<file path="config.mk">
export PLATFORM = sky130hd
export DESIGN_NAME = nge_ctrl
export DESIGN_NICKNAME = d
export VERILOG_FILES = /design/src/rtl/nge_pkg.sv /design/src/rtl/nge_ctrl.sv
export SDC_FILE = /design/constraint.sdc
export NUM_CORES = 1
export LEC_CHECK = 0
export BUFFER_PORTS_ARGS = -buffer_cell sky130_fd_sc_hd__clkbuf_2
export CORE_AREA = 2 2 39 41
export DETAILED_ROUTE_END_ITERATION = 10
export DIE_AREA = 0 0 41 43
export PLACE_DENSITY_LB_ADDON = 0.15
export SYNTH_ARGS = -nofsm -noshare
export SYNTH_HDL_FRONTEND = slang
export SYNTH_SLANG_ARGS = --single-unit
</file>
<file path="constraint.sdc">
create_clock -name aclk -period 1.5 [get_ports aclk]
set_input_delay 0.075 -clock aclk [delete_from_list [all_inputs] [get_ports aclk]]
set_output_delay 0.075 -clock aclk [all_outputs]
set_load 0.005 [all_outputs]
</file>
<file path="src/rtl/nge_pkg.sv">
// nge_pkg: shared types, constants and activation functions for the genome evaluator
// no dependencies; imported by nge_ctrl, nge_datapath and neat_genome_evaluator
`default_nettype none

package nge_pkg;

    // table sizes (defaults for top level parameters)
    localparam int MAX_NODES_DEF = 64;
    localparam int MAX_CONNS_DEF = 256;

    // fixed by field widths
    localparam int MAX_NODE_ID = 127;
    localparam int ACT_DEPTH   = MAX_NODE_ID + 1;
    localparam int NUM_INPUTS  = 8;
    localparam int NUM_OUTPUTS = 4;
    localparam int ID_W        = 7;
    localparam int LAYER_W     = 17;
    localparam int VAL_W       = 16;
    localparam int OUT_W       = 14;
    localparam int IN_IDX_W    = 3;
    localparam int OUT_IDX_W   = 2;
    localparam int S_DATA_W    = 80;
    localparam int M_DATA_W    = 16;
    localparam int CFG_DATA_W  = 9;
    localparam int TANH_KNEE   = 78;

    // item kinds on tuser
    localparam logic [1:0] MODE_NODE   = 2'd0;
    localparam logic [1:0] MODE_CONN   = 2'd1;
    localparam logic [1:0] MODE_SAMPLE = 2'd2;

    // configuration register indexes
    localparam logic CFG_NODE_COUNT = 1'b0;
    localparam logic CFG_CONN_COUNT = 1'b1;

    localparam logic [11:0] TANH_MAG [TANH_KNEE] = '{
           0,  256,  509,  759, 1003, 1240, 1468, 1686, 1893, 2088,
        2272, 2443, 2602, 2748, 2883, 3007, 3119, 3223, 3315, 3399,
        3475, 3543, 3604, 3659, 3707, 3751, 3790, 3825, 3856, 3883,
        3908, 3929, 3949, 3966, 3981, 3994, 4006, 4016, 4026, 4034,
        4041, 4048, 4053, 4058, 4063, 4067, 4070, 4073, 4076, 4078,
        4080, 4082, 4084, 4085, 4086, 4088, 4089, 4089, 4090, 4091,
        4091, 4092, 4092, 4093, 4093, 4094, 4094, 4094, 4094, 4095,
        4095, 4095, 4095, 4095, 4095, 4095, 4095, 4095
    };

    typedef enum logic [3:0] {
        S_IDLE,
        S_MAXID,
        S_SEL,
        S_CHECK,
        S_ACC,
        S_FINISH,
        S_OUT_RD,
        S_OUT_LOAD,
        S_OUT_SHOW
    } state_t;

    typedef struct packed {
        logic take;        // input transaction accepted
        logic start;       // clear per-evaluation state
        logic scan_start;  // restart node table scan
        logic scan_run;    // step node table scan
        logic scan_maxid;  // scan finds highest id instead of next node
        logic mark;        // flag picked node as visited
        logic acc_start;   // restart connection scan
        logic acc_run;     // step connection scan
        logic finish;      // store node activation
        logic out_start;
        logic out_read;
        logic out_load;
        logic out_next;
    } cmd_t;

    typedef struct packed {
        logic scan_done;
        logic pick_valid;
        logic pick_skip;
        logic acc_done;
        logic out_last;
    } status_t;

    // tanh of table step m, odd in m
    function automatic logic signed [OUT_W-1:0] t_of(input logic signed [7:0] m);
        logic [7:0]              mag;
        logic [12:0]             v;
        logic signed [OUT_W-1:0] t;
        mag = m[7] ? 8'(-m) : 8'(m);
        if (mag < 8'(TANH_KNEE)) begin
            v = {1'b0, TANH_MAG[mag[6:0]]};
        end else begin
            v = 13'd4096;
        end
        t = $signed({1'b0, v});
        return m[7] ? -t : t;
    endfunction

    function automatic logic signed [OUT_W-1:0] tanh_q(input logic signed [VAL_W-1:0] x);
        return t_of($signed(x[15:8]));
    endfunction

    function automatic logic signed [OUT_W-1:0] sigmoid_q(input logic signed [VAL_W-1:0] x);
        logic [7:0]              u;
        logic [8:0]              u1;
        logic signed [7:0]       lo;
        logic signed [7:0]       hi;
        logic signed [OUT_W-1:0] t_lo;
        logic signed [OUT_W-1:0] t_hi;
        logic signed [15:0]      s;
        u    = {~x[15], x[14:8]};
        u1   = {1'b0, u} + 9'd1;
        lo   = $signed({1'b0, u[7:1]}) - 8'sd64;
        hi   = $signed(u1[8:1]) - 8'sd64;
        t_lo = t_of(lo);
        t_hi = t_of(hi);
        s    = 16'sd8192 + {{2{t_lo[OUT_W-1]}}, t_lo} + {{2{t_hi[OUT_W-1]}}, t_hi}
               + 16'sd2;
        return $signed(s[15:2]);
    endfunction

endpackage

`default_nettype wire

</file>
<file path="src/rtl/nge_ctrl.sv">
// nge_ctrl: evaluation sequencer of the genome evaluator
// depends on nge_pkg (state, command and status types)
`default_nettype none

module nge_ctrl (
    input  wire               aclk,
    input  wire               aresetn,
    input  wire               s_tvalid,
    input  wire [1:0]         s_tuser,
    input  wire               s_tlast,
    output logic              s_tready,
    output logic              m_tvalid,
    input  wire               m_tready,
    input  nge_pkg::status_t  st,
    output nge_pkg::cmd_t     cmd
);
    import nge_pkg::*;

    state_t state_reg, state_next;

    always_ff @(posedge aclk) begin
        if (!aresetn) begin
            state_reg <= S_IDLE;
        end else begin
            state_reg <= state_next;
        end
    end

    always_comb begin
        state_next = state_reg;
        cmd        = '0;
        s_tready   = 1'b0;
        m_tvalid   = 1'b0;
        unique case (state_reg)
            S_IDLE: begin
                s_tready = 1'b1;
                cmd.take = s_tvalid;
                if (s_tvalid && s_tuser == MODE_SAMPLE && s_tlast) begin
                    cmd.start  = 1'b1;
                    state_next = S_MAXID;
                end
            end
            S_MAXID: begin
                cmd.scan_run   = 1'b1;
                cmd.scan_maxid = 1'b1;
                if (st.scan_done) begin
                    cmd.scan_start = 1'b1;
                    state_next     = S_SEL;
                end
            end
            S_SEL: begin
                cmd.scan_run = 1'b1;
                if (st.scan_done) begin
                    state_next = S_CHECK;
                end
            end
            S_CHECK: begin
                if (!st.pick_valid) begin
                    cmd.out_start = 1'b1;
                    state_next    = S_OUT_RD;
                end else begin
                    cmd.mark = 1'b1;
                    if (st.pick_skip) begin
                        cmd.scan_start = 1'b1;
                        state_next     = S_SEL;
                    end else begin
                        cmd.acc_start = 1'b1;
                        state_next    = S_ACC;
                    end
                end
            end
            S_ACC: begin
                cmd.acc_run = 1'b1;
                if (st.acc_done) begin
                    state_next = S_FINISH;
                end
            end
            S_FINISH: begin
                cmd.finish     = 1'b1;
                cmd.scan_start = 1'b1;
                state_next     = S_SEL;
            end
            S_OUT_RD: begin
                cmd.out_read = 1'b1;
                state_next   = S_OUT_LOAD;
            end
            S_OUT_LOAD: begin
                cmd.out_load = 1'b1;
                state_next   = S_OUT_SHOW;
            end
            S_OUT_SHOW: begin
                m_tvalid = 1'b1;
                if (m_tready) begin
                    if (st.out_last) begin
                        state_next = S_IDLE;
                    end else begin
                        cmd.out_next = 1'b1;
                        state_next   = S_OUT_RD;
                    end
                end
            end
            default: state_next = S_IDLE;
        endcase
    end

endmodule

`default_nettype wire

</file>
* Word-level counts from Yosys, hierarchy flattened
Index checks and enable logic that the tools add are counted.
Word-level totals: logic and storage cells 51, output and inout bits 15, register bits after elaboration 4
Operators by class: equality and inequality tests 14, reduce and logical (&&, ||, !) cells 5, mux-type cells 31
Operator list (count):
- $pmux 4 s9 | 1
- $mux 4 | 6
- $mux 1 | 18
- $eq 4x3->1 const B | 4
- $ne 2x2->1 const B | 5
- $eq 4x2->1 const B | 2
- $mux 2 | 3
- $mux 3 | 2
- $reduce_and 5->1 | 1
- $eq 4x1->1 const B | 1
- $eq 4x4->1 const B | 1
- $logic_not 4->1 | 1
- $pmux 1 s3 | 1
- $eq 2x2->1 const B | 1
- $logic_and 1x1->1 | 2
- $reduce_or 2->1 | 1

* Longest topological paths before layout
Gate-level depths: netlist of run 1.
depth after elaboration 5, gate-level depth with buffers 5, gate-level depth less buffers 4

* Worst setup path before layout of run 1
Ideal clock, no wire load.
kind reg2reg, from register state_reg[1], to register state_reg[2], path slack 248 ps, path buffers 0, period minus slack after synthesis 1252 ps, data required time 1414 ps, arrival 1166 ps, stages on the path, launching flop included 5, library setup time 86 ps, cells stage by stage dfxtp_1 > or4b_1 > a21oi_1 > a21oi_1 > a211oi_1
Between the ends: cells in the longest elaborated chain, start to end 3, elaborated cells on any way between the ends 16, classes of those cells eq/ne (13); mux (1); reduce/logical (2)
RTL lines:
- start, declared | RTL line nge_ctrl.sv:19 | state_t state_reg, state_next;
- start signal, assigned | RTL line nge_ctrl.sv:25 | state_reg <= state_next;
- $eq 4x2->1, or another cell as far along | RTL line nge_ctrl.sv:34 | unique case (state_reg)
- $ne 2x2->1 (no source line)
- $reduce_and 5->1 (no source line)
Parallel ways exist; a longest one is shown, timed or not. A chain may end at the register's enable or synchronous reset.

==> flow_summary_export.csv, run 1 <==
group,metric,value,unit
clocking,holdBufCountCts,0,
floorplan,die_x,41,um
global_routing,antenna_found_initial,0,
critical_path,arrival,1.30,ns
routing,routed-via-count,584,
logic_synthesis,synth_compound_gate_area_share,21.8,%
timing,maxSlewViolCount,0,
logic_synthesis,yosysTopAreaCellShare,18.8,%
clocking,clockBufferDepth,2,
clocking,cts-root-buf,"clkbuf_4",
clocking,cts_tree,"done",
flow_run,drv_cap,0,
routing,first_pass_iters,4,
global_routing,grt_pass1_vias,511,
timing,tns,0,ns
timing,tightest_slew,0.335,ns
logic_synthesis,netlist-cell-type-count,27,
routing,routed_wl,1.22,mm
floorplan,core_region_area,0.00138,mm^2
critical_path,slowest_stage,"dfxtp_1",
floorplan,start_util,30.7,%
final_layout,finalNonFillerCells,114,
routing,drtAntennaViolNets,0,
timing,rsz0062_at_grt,"no",
logic_synthesis,netlist_instances,65,
clocking,h-tree-depth,1,
timing,period_needed,1.37,ns
logic_synthesis,synthXorXnorAreaFrac,2.06,%
final_layout,diodes,0,
floorplan,die_y,43,um
final_layout,largest_reg_flops,4,
logic_synthesis,synth_edf_count,0,
routing,wire_per_inst,10.7,um
timing,slew_headroom,77.6,%
final_layout,post-route-util,47.6,%
floorplan,num_rows,14,
critical_path,cp_top_family,"simple AND/OR/NAND/NOR gates",
logic_synthesis,ys_seq_area_share,18.8,%
logic_synthesis,synthArstFlopShare,0,%
global_routing,grt_pass1_wl,1.96,mm
place,gp_congestion,0.797,
timing,period_share,91.4,%
timing,hold_violations,0,
critical_path,slowest_delay,0.35,ns
clocking,clock_sinks,4,
place,dp_hpwl,947,um
final_layout,drive_gt1_share,44.9,%
logic_synthesis,yosysWarnings,0,
floorplan,dieArea,0.00176,mm^2
critical_path,crit_chain,"nand2b_2, nor2_1, and3_1, clkbuf_2",
global_routing,grt_use_total,15.4,%
clocking,numCtsBuffers,3,
logic_synthesis,synthTopCellsByArea,"dfxtp_1 (19%), nor2_1 (7.9%), nand2_1 (6.2%), a21oi_1 (5.9%), nand2b_1 (5.9%)",
logic_synthesis,synth_ff_type,"dfxtp_1",
floorplan,num_io_pins,27,
min_path,hp-class,"input pin to flop",
routing,drc,0,
logic_synthesis,ys_ff_latch,4,
critical_path,worst-path-max-fanout,7,
final_layout,nets,112,
logic_synthesis,synth_area,425,um^2
place,dp.cells,109,
place,port-buffer-count,26,
routing,drtIter0Drc,7,
clocking,clock_latency,0.23,ns
critical_path,worstSetupEndpointType,"output pin",
critical_path,path_buf_inv,1,
logic_synthesis,syn_avg_cell_area,6.54,um^2
critical_path,startpoint_type,"flop",
power,power.density,457,mW/mm^2
logic_synthesis,synth_largest_area_cell,"dfxtp_1",
timing,setup_violations,0,
logic_synthesis,synth_fa_ha_area_share,0,%
global_routing,grt_overflow,0,
critical_path,critPathLaunch,"state_reg[3]",
timing,fmax,729,MHz
critical_path,critPathKind,"flop to output pin",
power,peakVddDrop,297,uV
power,cellLeakagePower,0.327,nW
logic_synthesis,yosys.area_share.simple,46.2,%
logic_synthesis,syn_nets,77,
final_layout,area_growth,55.0,%
status,outcome,"finished, final reports clean",
logic_synthesis,synthMuxAreaShare,2.35,%
critical_path,r2r-start,"state_reg[3]",
timing,clock_skew,0.00358,ns
clocking,clkTransAtPathRegs,0.04,ns
routing,viasPerCell,5.12,
critical_path,cp.required,1.42,ns
logic_synthesis,synth_top_family_by_area,"simple AND/OR/NAND/NOR gates",
global_routing,grt_start_max_net_pins,9,
min_path,holdCritStartpoint,"aresetn",
where the power goes:
part	switching, W	internal (W)
Clock	0.0000425	0.0000894
Combinational	0.0000300	0.0000303
Sequential	0.00000258	0.000107
Total	0.0000751	0.000226
layer usage:
metal / vias up / global-route usage, % / wire (um)
met5: - / 0 / 0
met4: 0 / 4.67 / 0
met3: 0 / 3.14 / 72
met2: 21 / 25.3 / 618
met1: 267 / 19.2 / 533
li1: 296 / - / -
kinds of logic after synthesis:
family          Yosys count
simple gates             37
mux                       1
compound gates           14
buf+inv                   8
flops                     4
xor+xnor                  1
synthesized netlist by cell type (2+ instances only):
cell type,number
a21oi_1,5
nor2_1,9
buf_2,3
inv_1,4
nor3b_1,2
o22a_1,2
and2_1,3
o211ai_1,2
nor3_1,5
nand2b_1,4
nand2_1,7
dfxtp_1,4
final timing paths:
kind	to	slack [ns]	cells after the start
worst min-delay path	state_reg[2]	0.08	3
worst max register to register	state_reg[2]	0.13	4
worst max-delay path	cmd[6]	0.13	4
worst min register to register	state_reg[0]	0.64	2
repair_timing:
action	in CTS	in global routing
endpoints found under the setup margin	1	7
gates resized for setup	2	8
pin swaps	2	2
buffers inserted	1	2
final cells by class:
type	instances	area (um^2)
fillers	153	724
multi-input cells	53	325
repair buffers	34	190
flip-flops and latches	4	86.3
clock buffers	3	22.5
well taps	16	20.0
inverters	4	15.0
stage by stage:
step	instance area, um^2	hold slack, ns	power [W]	worst slack [ns]
floorplan	425	0.183	0.000141	0.248
global placement	598	0.318	0.000171	0.127
detailed placement	598	0.329	0.000172	0.120
CTS	632	0.0816	0.000306	0.0307
global route	659	0.0957	0.000323	0.0132
finish	659	0.0835	0.000301	0.129
cell usage in the layout, fill, tap and decap left out, types with 3 or more instances in the layout:
cell       n
nor2_1     7
nand2_1    7
and2_1     3
clkbuf_2  25
a21oi_1    5
clkbuf_4   3
buf_4      8
nor3_1     5
inv_1      4
nand2b_1   3
worst register-to-register path, cell delays in order, from the launching register on:
cell	delay, ns
dfxtp_1	0.41
or4b_1	0.46
a21oi_1	0.15
a21oi_1	0.05
a211oi_1	0.19
Power figures use the tool's default switching activity.
==> inputs of run 2 (changes only) <==
ABC_AREA = 1   (was default)
PLACE_DENSITY_LB_ADDON = default   (was 0.15)
==> run 2 against run 1 <==
Clock skew increased by 0.0034 ns. Maximum frequency increased by 4.2%. Wire length decreased by 14%. Sequential share of layout area increased by 0.86 points. Final area decreased by 12%. Core utilization decreased by 5.5 points. Via count decreased by 5.3%. Largest power group unchanged. Sequential power increased by 6%. Highest routed layer unchanged.
==> flow_summary_export.csv, run 2 <==
group,metric,value,unit
status,outcome,"finished, final reports clean",
global_routing,antenna_found_initial,0,
critical_path,worstRegToRegCells,8,
power,power.density,590,mW/mm^2
logic_synthesis,synthMuxAreaShare,0,%
logic_synthesis,syn_avg_cell_area,5.21,um^2
timing,slew_headroom,81.0,%
critical_path,crit_chain,"nor2_2, nand2_2, o21ai_0, clkbuf_2",
power,clkPwrFrac,39.6,%
routing,routed-via-count,553,
logic_synthesis,synth_area,407,um^2
power,p_seq_share,33.6,%
global_routing,grt_start_max_net_pins,7,
logic_synthesis,syn_nets,90,
final_layout,area_growth,43.4,%
clocking,clkTransAtPathRegs,0.04,ns
logic_synthesis,synthXorXnorAreaFrac,0,%
routing,highest_layer,"met3",
global_routing,grt_pass1_wl,1.64,mm
place,gp_congestion,0.862,
logic_synthesis,synth_ff_type,"dfxtp_1",
min_path,holdCritStartpoint,"aresetn",
timing,period_share,87.7,%
timing,hold_violations,0,
routing,drtIter0Drc,19,
clocking,numCtsBuffers,3,
clocking,clock_latency,0.24,ns
routing,viasPerCell,4.50,
logic_synthesis,yosys-top-cells-count,"inv_1 (15), nor2_1 (15), nand2_1 (12)",
logic_synthesis,yosys.area_share.simple,54.2,%
global_routing,grt_use_total,13.5,%
floorplan,num_rows,14,
global_routing,grt_pass1_vias,438,
timing,clock_skew,0.00699,ns
power,p_sw_share,30.0,%
routing,wire_per_inst,8.59,um
routing,routed_wl,1.06,mm
min_path,min_delay_path_depth,3,
floorplan,die_y,43,um
flow_run,drv_cap,0,
critical_path,slowest_stage,"dfxtp_1",
logic_synthesis,synthArstFlopShare,0,%
logic_synthesis,netlist_instances,78,
logic_synthesis,synth_edf_count,0,
clocking,cts_tree,"done",
min_path,hp-class,"input pin to flop",
final_layout,drive_gt1_share,41.1,%
place,port-buffer-count,26,
critical_path,r2r-end,"state_reg[2]",
timing,fmax,760,MHz
floorplan,die_x,41,um
critical_path,rrSetupSlack,0.30,ns
power,power_frac_comb,26.9,%
clocking,cts-root-buf,"clkbuf_4",
clocking,clock_sinks,4,
logic_synthesis,ys_ff_latch,4,
logic_synthesis,synth_largest_area_cell,"dfxtp_1",
critical_path,startpoint_type,"flop",
logic_synthesis,synth_compound_gate_area_share,8.62,%
critical_path,worst-path-max-fanout,5,
routing,routed-wl-met2,471,um
routing,first_pass_iters,4,
power,internal_power,0.000241,W
logic_synthesis,netlist-cell-type-count,12,
routing,drc,0,
final_layout,largest_reg_flops,4,
critical_path,critPathKind,"flop to output pin",
power,peakVddDrop,489,uV
timing,setup_violations,0,
final_layout,diodes,0,
routing,wl_met1,456,um
critical_path,critPathLaunch,"state_reg[2]",
final_layout,fillCellCount,159,
power,switchingPower,0.000103,W
critical_path,r2r-start,"state_reg[2]",
global_routing,grt_overflow,0,
min_path,hold-path-endpoint,"state_reg[0]",
clocking,clockBufferDepth,2,
logic_synthesis,yosysWarnings,0,
final_layout,final_common_cell,"clkbuf_2",
logic_synthesis,synth_fa_ha_area_share,0,%
logic_synthesis,synth_top_family_by_area,"simple AND/OR/NAND/NOR gates",
logic_synthesis,synthTopCellsByArea,"dfxtp_1 (20%), inv_1 (14%), nor2_1 (14%), nand2_1 (11%), nand3_1 (9.8%)",
timing,tightest_slew,0.283,ns
floorplan,core_region_area,0.00138,mm^2
floorplan,dieArea,0.00176,mm^2
critical_path,slowest_delay,0.37,ns
timing,period_needed,1.32,ns
timing,whs,0.122,ns
critical_path,worstSetupEndpointType,"output pin",
timing,rsz0062_at_grt,"no",
floorplan,num_io_pins,27,
place,dp_hpwl,897,um
routing,wl_met3,128,um
power,cellLeakagePower,0.372,nW
logic_synthesis,ys_seq_area_share,19.7,%
routing,drtAntennaViolNets,0,
timing,maxSlewViolCount,0,
timing,tns,0,ns
final_layout,nets,121,
critical_path,cp.required,1.42,ns
final_layout,layout_common_cells,"clkbuf_2 (26), inv_1 (15), nor2_1 (14), nand2_1 (12), nand3_1 (8)",
critical_path,arrival,1.24,ns
floorplan,start_util,29.4,%
logic_synthesis,yosysTopAreaCellShare,19.7,%
clocking,h-tree-depth,1,
run 2: power by group through the flow:
stage	registers (W)	logic, W	clock network [W]
floorplan	0.000116	0.0000543	0
global placement	0.000117	0.0000914	0
detailed placement	0.000117	0.0000921	0
CTS	0.000115	0.0000925	0.000142
global route	0.000116	0.000109	0.000149
finish	0.000115	0.0000924	0.000136
run 2: final cells by class:
| class | instances | area [um^2] | share of cell area (%) |
|---|---|---|---|
| Timing Repair Buffer | 26 | 130 | 22.3 |
| Clock buffer | 3 | 22.5 | 3.86 |
| Multi-Input combinational cell | 55 | 258 | 44.2 |
| Sequential cell | 4 | 81.3 | 13.9 |
| Inverter | 19 | 71.3 | 12.2 |
| Tap cell | 16 | 20.0 | 3.43 |
run 2: worst max-delay path by stage:
stage                     cells after the start      endpoint  slack (ns)
final                                         4       cmd[10]        0.18
after detailed placement                      6  state_reg[2]        0.32
after global routing                          7       cmd[10]       0.007
after global placement                        6  state_reg[2]        0.32
after CTS                                     7       cmd[10]        0.08
after floorplan                               6  state_reg[1]        0.44
run 2: metal layers:
| layer | GRT usage (%) | up-vias |
|---|---|---|
| met5 | 0 | - |
| met4 | 2.00 | 0 |
| met3 | 6.28 | 0 |
| met2 | 20.6 | 28 |
| met1 | 17.3 | 226 |
| li1 | - | 299 |
run 2: through the flow:
| step | total power, W | utilization [%] | setup WS (ns) | cell area [um^2] | instances |
|---|---|---|---|---|---|
| final | 0.000344 | 42.1 | 0.184 | 583 | 123 |
| after global routing | 0.000375 | 42.1 | 0.00741 | 583 | 123 |
| after CTS | 0.000349 | 41.9 | 0.0792 | 579 | 123 |
| after detailed placement | 0.000209 | 40.2 | 0.321 | 557 | 120 |
| after global placement | 0.000208 | 40.2 | 0.324 | 557 | 120 |
| after floorplan | 0.000170 | - | 0.441 | 407 | 78 |
run 2: timing repair:
action	CTS	global route
setup endpoints to repair	0	1
hold buffers	0	0
resized for setup	0	2
buffers inserted	0	0
run 2: kinds of logic (layout without fill, tap and decap cells):
family,Yosys count,in the layout
AO/OA/AOI/OAI,7,7
flip-flops,4,4
buffers and inverters,19,48
AND/OR/NAND/NOR,48,48
run 2: critical path, delay by kind of cell, from the launching register on:
family | cells | cell delay [ns]
buffers and inverters | 1 | 0.13
AND/OR/NAND/NOR | 2 | 0.34
flip-flops | 1 | 0.37
AO/OA/AOI/OAI | 1 | 0.17
==> inputs of run 3 (changes only) <==
ABC_AREA = 0   (was 1)
SETUP_SLACK_MARGIN = 0.4   (was default)
==> run 3 against run 2 <==
Final area is 52% higher. Final cell count is 2.4% higher. Wire length is 61% higher. Die area stayed put. Sequential share of layout area is 3.2 points lower.
==> flow_summary_export.csv, run 3 (synthesized netlist as in run 1, its figures left out) <==
group,metric,value,unit
clocking,clock_latency,0.24,ns
power,power.density,369,mW/mm^2
clocking,cts-root-buf,"clkbuf_4",
clocking,clock_sinks,4,
global_routing,grt_use_total,20.2,%
power,p_seq_share,31.9,%
global_routing,grt_pass1_wl,2.37,mm
power,power_frac_comb,25.2,%
place,gp_congestion,0.881,
critical_path,worst-path-max-fanout,8,
routing,first_pass_iters,4,
timing,fmax,749,MHz
floorplan,num_rows,14,
power,peakVddDrop,352,uV
final_layout,diodes,0,
clocking,clkTransAtPathRegs,0.04,ns
final_layout,layout_common_cells,"clkbuf_2 (21), buf_4 (12), buf_6 (10), nand2_1 (7), a21oi_1 (5)",
floorplan,num_io_pins,27,
critical_path,startpoint_type,"flop",
timing,period_needed,1.33,ns
final_layout,largest_reg_flops,4,
place,dp_hpwl,1.04,mm
critical_path,cp.required,1.42,ns
final_layout,final_common_cell,"clkbuf_2",
global_routing,grt_pass1_vias,572,
clocking,h-tree-depth,1,
place,dp_slack,0.133,ns
power,cellLeakagePower,0.423,nW
min_path,hp-class,"input pin to flop",
timing,maxSlewViolCount,0,
routing,wire_per_inst,13.5,um
timing,tns,0,ns
critical_path,critPathKind,"flop to output pin",
routing,drtAntennaViolNets,0,
min_path,min_delay_path_depth,3,
routing,drc,0,
power,p_sw_share,28.7,%
critical_path,arrival,1.26,ns
status,outcome,"finished, final reports clean",
final_layout,drive_gt1_share,63.6,%
critical_path,worstRegToRegCells,4,
final_layout,design_area,888,um^2
floorplan,core_region_area,0.00138,mm^2
routing,drtIter0Drc,8,
timing,clock_skew,0.00245,ns
timing,setup_violations,0,
place,placed_area,591,um^2
final_layout,area_growth,109,%
routing,routed_wl,1.70,mm
power,total_power,0.000328,W
global_routing,grt_overflow,0,
final_layout,nets,124,
timing,whs,0.0727,ns
routing,routed-via-count,669,
final_layout,fillCellCount,119,
floorplan,dieArea,0.00176,mm^2
power,switchingPower,0.0000942,W
clocking,cts_tree,"done",
place,port-buffer-count,26,
clocking,numCtsBuffers,3,
timing,tightest_slew,0.348,ns
power,internal_power,0.000234,W
global_routing,grt_start_max_net_pins,10,
clocking,holdBufCountCts,0,
power,clkPwrFrac,42.9,%
floorplan,die_x,41,um
timing,setup_slack,0.165,ns
critical_path,worstSetupEndpointType,"output pin",
timing,hold_violations,0,
floorplan,die_y,43,um
timing,rsz0062_at_grt,"yes",
clocking,clockBufferDepth,2,
global_routing,antenna_found_initial,0,
flow_run,drv_cap,0,
timing,period_share,89.0,%
timing,slew_headroom,76.8,%
floorplan,start_util,30.7,%
routing,viasPerCell,5.31,
## run 3: cell count changes in the layout (fill, tap and decap cells not counted), sizes merged, moves of 3 or more
| cell | delta |
|---|---|
| nor3 | +3 |
| nand2 | -10 |
| nor2 | -10 |
| buf | +25 |
| nand3 | -7 |
| clkbuf | -5 |
| nand2b | +4 |
| inv | -15 |
| and2 | +3 |
## run 3: final timing paths
| check | start | end | slack (ns) |
|---|---|---|---|
| setup / recovery | state_reg[2] | cmd[10] | 0.17 |
| hold / removal | aresetn | state_reg[2] | 0.07 |
| hold reg to reg | state_reg[3] | state_reg[0] | 0.63 |
| setup reg to reg | state_reg[2] | state_reg[2] | 0.19 |
## run 3: worst max-delay path, stage by stage, from the launching register on
cell	delay [ns]
dfxtp_4	0.37
nor2_2	0.31
o22a_1	0.20
nor2_1	0.04
clkbuf_2	0.11
## run 3: power by group through the flow
stage | Clock (W) | Sequential (W) | Combinational (W)
floorplan | 0 | 0.000110 | 0.0000314
global placement | 0 | 0.000112 | 0.0000595
detailed placement | 0 | 0.000112 | 0.0000608
CTS | 0.000144 | 0.000104 | 0.0000771
global route | 0.000149 | 0.000105 | 0.0000904
finish | 0.000141 | 0.000105 | 0.0000826
## run 3: repair_timing
item,CTS,global route
pin swaps,11,7
buffers inserted,12,3
gates resized for setup,35,11
endpoints found under the setup margin,19,19
## run 3: layout make-up
| type | count | area [um^2] | share of cell area, % |
|---|---|---|---|
| inverters | 4 | 15.0 | 1.69 |
| well taps | 16 | 20.0 | 2.25 |
| repair buffers | 46 | 323 | 36.3 |
| multi-input cells | 53 | 413 | 46.5 |
| clock buffers | 3 | 22.5 | 2.54 |
| flip-flops and latches | 4 | 95.1 | 10.7 |
## run 3: routing by layer
metal / global-route usage, % / vias up / wire (um)
li1: - / 321 / -
met1: 21.5 / 309 / 630
met2: 35.3 / 34 / 930
met3: 4.71 / 5 / 101
met4: 8.00 / 0 / 34
met5: 0 / - / 0
## run 3: through the flow
step	cells	util, %
after floorplan	65	-
final	126	64.2
after detailed placement	108	42.7
after global routing	126	64.2
after global placement	108	42.7
after CTS	123	59.6
